## src/pes_pkg.sv

```systemverilog
// ============================================================================
// pes_pkg - shared types and codes for the periodic event scheduler
// Job record layout, request and status codes, and the cell operation code.
// ============================================================================
package pes_pkg;

   // request function codes
   localparam logic FUNC_REGISTER = 1'b0;
   localparam logic FUNC_FIRE     = 1'b1;

   // response status codes
   localparam logic [1:0] STATUS_REGISTERED = 2'd0;
   localparam logic [1:0] STATUS_FULL       = 2'd1;
   localparam logic [1:0] STATUS_FIRED      = 2'd2;
   localparam logic [1:0] STATUS_EMPTY      = 2'd3;

   // one job as held in a cell; due/id come first so the pair sorts directly
   typedef struct packed {
      logic [31:0] due;
      logic [15:0] id;
      logic [15:0] period;
   } job_type;

   // operation broadcast along the row of cells
   typedef enum logic [1:0] {
      OP_HOLD,
      OP_INSERT,
      OP_POP
   } cell_op_type;

endpackage

```

## src/pes_cell.sv

```systemverilog
// ============================================================================
// pes_cell - one slot of the sorted job row
// Holds one job; on insert it keeps, takes the new job or takes its left
// neighbour; on pop it takes its right neighbour.
// ============================================================================
module pes_cell #(
   parameter int SLOT_W = 6
) (
   input  logic                 clock,
   input  logic                 reset,
   input  pes_pkg::cell_op_type op,
   input  pes_pkg::job_type     new_job,
   input  logic [SLOT_W-1:0]    new_slot,
   input  logic                 prev_valid,
   input  pes_pkg::job_type     prev_job,
   input  logic [SLOT_W-1:0]    prev_slot,
   input  logic                 prev_lt,
   input  logic                 next_valid,
   input  pes_pkg::job_type     next_job,
   input  logic [SLOT_W-1:0]    next_slot,
   output logic                 valid,
   output pes_pkg::job_type     job,
   output logic [SLOT_W-1:0]    slot,
   output logic                 lt
);

   logic                valid_ff, valid_in;
   pes_pkg::job_type    job_ff, job_in;
   logic [SLOT_W-1:0]   slot_ff, slot_in;

   // new job sorts ahead of this one; slot breaks equal due/id in arrival order
   assign lt = !valid_ff ||
               ({new_job.due, new_job.id, new_slot} < {job_ff.due, job_ff.id, slot_ff});

   always_comb begin
      valid_in = valid_ff;
      job_in   = job_ff;
      slot_in  = slot_ff;
      case (op)
         pes_pkg::OP_INSERT: begin
            if (lt) begin
               if (prev_lt) begin
                  valid_in = prev_valid;
                  job_in   = prev_job;
                  slot_in  = prev_slot;
               end else begin
                  valid_in = 1'b1;
                  job_in   = new_job;
                  slot_in  = new_slot;
               end
            end
         end
         pes_pkg::OP_POP: begin
            valid_in = next_valid;
            job_in   = next_job;
            slot_in  = next_slot;
         end
         default: ;
      endcase
   end

   always_ff @(posedge clock) begin
      if (reset) begin
         valid_ff <= 1'b0;
      end else begin
         valid_ff <= valid_in;
      end
      job_ff  <= job_in;
      slot_ff <= slot_in;
   end

   assign valid = valid_ff;
   assign job   = job_ff;
   assign slot  = slot_ff;

endmodule

```

## config.mk

```make
export PLATFORM = sky130hd
export DESIGN_NAME = pes_cell
export DESIGN_NICKNAME = d
export VERILOG_FILES = /design/src/pes_pkg.sv /design/src/pes_cell.sv
export SDC_FILE = /design/constraint.sdc
export NUM_CORES = 1
export LEC_CHECK = 0
export BUFFER_PORTS_ARGS = -buffer_cell sky130_fd_sc_hd__clkbuf_2
export CORE_AREA = 2 2 112 114
export CTS_CLUSTER_DIAMETER = 50
export DETAILED_ROUTE_END_ITERATION = 16
export DIE_AREA = 0 0 114 116
export GPL_ROUTABILITY_DRIVEN = 1
export PLACE_DENSITY = 0.8
export SYNTH_ARGS = -nofsm -noshare
export SYNTH_HDL_FRONTEND = slang
export SYNTH_SLANG_ARGS = --single-unit
```

## constraint.sdc

```tcl
create_clock -name clock -period 8.12 [get_ports clock]
set_input_delay 0.406 -clock clock [delete_from_list [all_inputs] [get_ports clock]]
set_output_delay 0.406 -clock clock [all_outputs]
set_load 0.01 [all_outputs]
```

# [After elaboration in Yosys (flattened, before gate mapping)]
# Index checks and enable logic that the tools add are counted.
[totals] reg_bits=71 inputBits=217 out_inout_bits=72 wordCells=22
[op_classes] order_cmp=1 n_eq_ne=3 muxes=9 n_reduce_logical=4
[op_table] cell="$mux W64" n=2
[op_table] cell="$pmux W64 S2" n=1
[op_table] cell="$lt A54 B54 Y1" n=1
[op_table] cell="$mux W6" n=2
[op_table] cell="$pmux W6 S2" n=1
[op_table] cell="$eq A2 B1 Y1 const B" n=1
[op_table] cell="$eq A2 B2 Y1 const B" n=1
[op_table] cell="$mux W1" n=2
[op_table] cell="$ne A2 B2 Y1 const B" n=1
[op_table] cell="$pmux W1 S2" n=1
[op_table] cell="$reduce_and A2 Y1" n=1
[op_table] cell="$reduce_bool A2 Y1" n=1
[op_table] cell="$logic_not A1 Y1" n=1
[op_table] cell="$logic_or A1 B1 Y1" n=1

# [Logic depth before layout (Yosys ltp)]
[depth] word_depth=4 mapped_depth=8 depth_no_buf=8

# [Worst setup path before layout]
# Ideal clock, no wire load.
[synth_path] path_kind="flip-flop to flip-flop" from="reg job_ff, in the netlist job[23]" to="reg job_ff, in the netlist job[0], enable pin" setup_ns=0.601 arrival_time_ns=6.842 required_time_ns=7.519 setup_slack_ns=0.677 path_stages_with_launch=9 path_buffers=0 synth_period_minus_slack_ns=7.443 cell_sequence="edfxtp_1 -> inv_1 -> ha_1 -> a21oi_1 -> o21ai_1 -> a221oi_1 -> o21ai_1 -> a221o_2 -> o31ai_1"
[synth_between] elab_chain_len=4
[synth_lines] element="from (decl)" line_no="pes_cell.sv:28" text="pes_pkg::job_type job_ff, job_in;"
[synth_lines] element="from (signal assigned)" line_no="pes_cell.sv:68" text="job_ff <= job_in;"
[synth_lines] element="$lt A54 B54 Y1" line_no="pes_cell.sv:33" text="({new_job.due, new_job.id, new_slot} < {job_ff.due, job_ff.id, slot_ff});"
[synth_lines] element="$logic_or A1 B1 Y1" line_no="pes_cell.sv:32" text="assign lt = !valid_ff ||"
[synth_lines] element="$ne A2 B2 Y1 (no source line)"
[synth_lines] element="$reduce_and A2 Y1 (no source line)"
# Every way passes these cells.
# A chain may end at the register's enable or synchronous reset.

# [Worst setup path in the final report]
[layout_path] from="reg job_ff, in the netlist job[33]" to="reg job_ff, in the netlist job[20], enable pin"
# Same word-level chain as after synthesis.

==> impl_metrics.csv <==
group,metric,value,unit
synthesis,synth.distinct_cells,33,
sta,worst_slew_pin_slew,688,ps
clock_network,cts_resized,0,
floorplan,initial_utilization,41.5,%
place,placed_cells,924,
clock_network,numCtsBuffers,9,
sta,slew_headroom,54.1,%
sta,tns,0,ps
clock_network,tritoncts,"done",
layout,instances_no_fill,939,
global_route,antenna_found_initial,0,
layout,final_nets,1058,
power,peakVddDrop,0.0743,mV
clock_network,cts_buffer_depth,2,
setup_path,start_kind,"register",
floorplan,die_area,13200,µm²
floorplan,fp.dieH,116,µm
floorplan,fp.coreArea,11900,µm²
global_route,grt_max_degree,82,
setup_path,arrival,2940,ps
sta,finClkSkew,6.24,ps
synthesis,ys_ff_latch,71,
setup_path,worstPathRequired,8080,ps
synthesis,synth_fp_nets,778,
sta,hold_viol_final,0,
synthesis,netlist_instances,508,
clock_network,postCtsHoldBufs,0,
routing,drc,0,
clock_network,path_clk_slew,60,ps
synthesis,ys.flop_type,"edfxtp_1",
synthesis,synth.avg_cell_area,9.74,µm²
floorplan,dieWidth,114,µm
floorplan,fp-row-count,40,
outcome,status,"finished clean",
routing,viasPerCell,4.98,
synthesis,ys_warn_count,0,
routing,ant_nets,0,
routing,vias,4677,
setup_path,end_kind,"register",
sta,clock.fmax,0.335,GHz
synthesis,synth_edf_count,70,
synthesis,synth_top_cell_by_area,"edfxtp_1",
global_route,overflow,0,
clock_network,htree_levels,3,
layout,drive_above_1_share,39.3,%
sta,rsz0062_at_grt,"false",
sta,setup_viol,0,
synthesis,async_flop_share,0,%
global_route,grt_pass1_wl,21100,µm
sta,fin_crit,2980,ps
floorplan,ioPinCount,289,
global_route,gr-usage-all-layers,20.5,%
synthesis,ys_seq_area_share,42.9,%
clock_network,cts-root-buf,"clkbuf_16",
power,power_density,171,nW/µm²
synthesis,synth_area,4950,µm²
power,leakagePower,0.00353,µW
routing,dr.first_iter.drc_count,180,
layout,area_growth,37.8,%
clock_network,clkLatencyLatePin,320,ps
setup_path,worst-setup-path-type,"register to register",
synthesis,synth_area_leaders,"edfxtp_1, mux2i_1, ha_1",
place,io_buffers,288,
routing,wl_per_cell,14.7,µm
place,gp_congestion,0.863,
min_path,hold_class,"primary input to register",
run,drv_cap,0,
sta,finalMaxSlewViolations,0,
routing,first_pass_iters,4,
sta,finalCritPeriodShare,36.7,%
clock_network,clkSinkCount,71,
layout,num_antenna_cells,0,
clock_network,post_cts_buffers,0,
routing,routed_wl,13800,µm
global_route,grt_pass1_vias,4490,
synthesis,yosys.area.top_type_share,42.5,%
place,dp_hpwl,11600,µm
setup_path,critPathMaxFanout,39,
==> synth_stat cells, drive strengths merged, types with 2 or more instances <==
master,n
a21o,3
a21oi,21
a221oi,4
buf,8
clkbuf,16
edfxtp,70
ha,53
inv,55
mux2i,70
nand2,86
nand2b,3
nand3,7
nand4,11
nor2,5
nor2b,2
nor3,2
nor4,2
o21ai,77
o31ai,2
==> report_power, final <==
part	internal, µW	switching [µW]	total (µW)
clock	233	140	373
combinational	137	172	309
sequential	462	20.0	482
==> sequential cells by signal, indices dropped and copies added, names as in the netlist <==
name	cells
job	64
slot	6
valid	1
==> cells by family after synthesis <==
family                     after synthesis  share of synthesized area [%]
buffers and inverters                   79                           6.12
and+or+nand+nor                        120                           10.8
adders and majority gates               53                           13.4
DFF                                     71                           42.9
AOI/OAI and AO/OA                      115                           12.6
muxes                                   70                           14.2
==> critical path, cell delays in order, from the launching register on <==
cell      delay (ps)
edfxtp_1         390
inv_1             70
ha_1             240
a21oi_1          150
o21ai_1           90
a221oi_1         420
o22ai_1          150
a221o_2          370
o31ai_4          240
buf_4            460
==> placed cells by master (no fill, tap or decap), types with 3 or more instances in the layout <==
| cell type | count |
|---|---|
| o21ai_1 | 18 |
| clkbuf_2 | 287 |
| ha_1 | 53 |
| a21oi_1 | 21 |
| nand4_1 | 10 |
| nand3_1 | 7 |
| buf_4 | 6 |
| a21o_1 | 3 |
| mux2i_1 | 70 |
| clkbuf_16 | 9 |
| nand2_1 | 86 |
| inv_1 | 55 |
| o21ai_0 | 59 |
| edfxtp_1 | 70 |
| nor2_1 | 5 |
| nand2b_1 | 3 |
| a221oi_1 | 4 |
==> area by class of cell <==
type / instances / area [µm²]
Clock buffer: 10 / 229
Clock inverter: 5 / 50.0
Fill cell: 1100 / 5090
Inverter: 55 / 206
Multi-Input combinational cell: 358 / 2540
Sequential cell: 71 / 2120
Tap cell: 147 / 184
Timing Repair Buffer: 293 / 1480
==> per-layer routing <==
layer / up-vias / GRT usage (%) / wire length [µm]
li1: 2384 / - / -
met3: 30 / 4.39 / 931
met4: 0 / 9.27 / 406
met2: 189 / 37.7 / 7010
met1: 2074 / 22.7 / 5480
met5: - / 0 / 0
==> per-stage QoR <==
stage / hold WS (ps) / cell area (µm²) / setup WS [ps] / util, % / total power, µW
after floorplan: 561 / 4950 / 677 / - / 659
after global placement: 594 / 6540 / 5060 / 54.9 / 794
after CTS: 316 / 6820 / 5130 / 57.2 / 1180
after global routing: 337 / 6820 / 4950 / 57.2 / 1230
final: 331 / 6820 / 5140 / 57.2 / 1160
after detailed placement: 591 / 6540 / 5030 / 54.9 / 801
==> path summary, 6_finish.rpt <==
kind / start / end / slack, ps / cells after the start
worst max register to register: job[33] / job[20] / 5140 / 9
worst min-delay path: reset / valid / 330 / 3
worst max-delay path: job[33] / job[20] / 5140 / 9
worst min register to register: valid / valid / 610 / 3
Note: power is estimated with default switching activity, not from simulation.
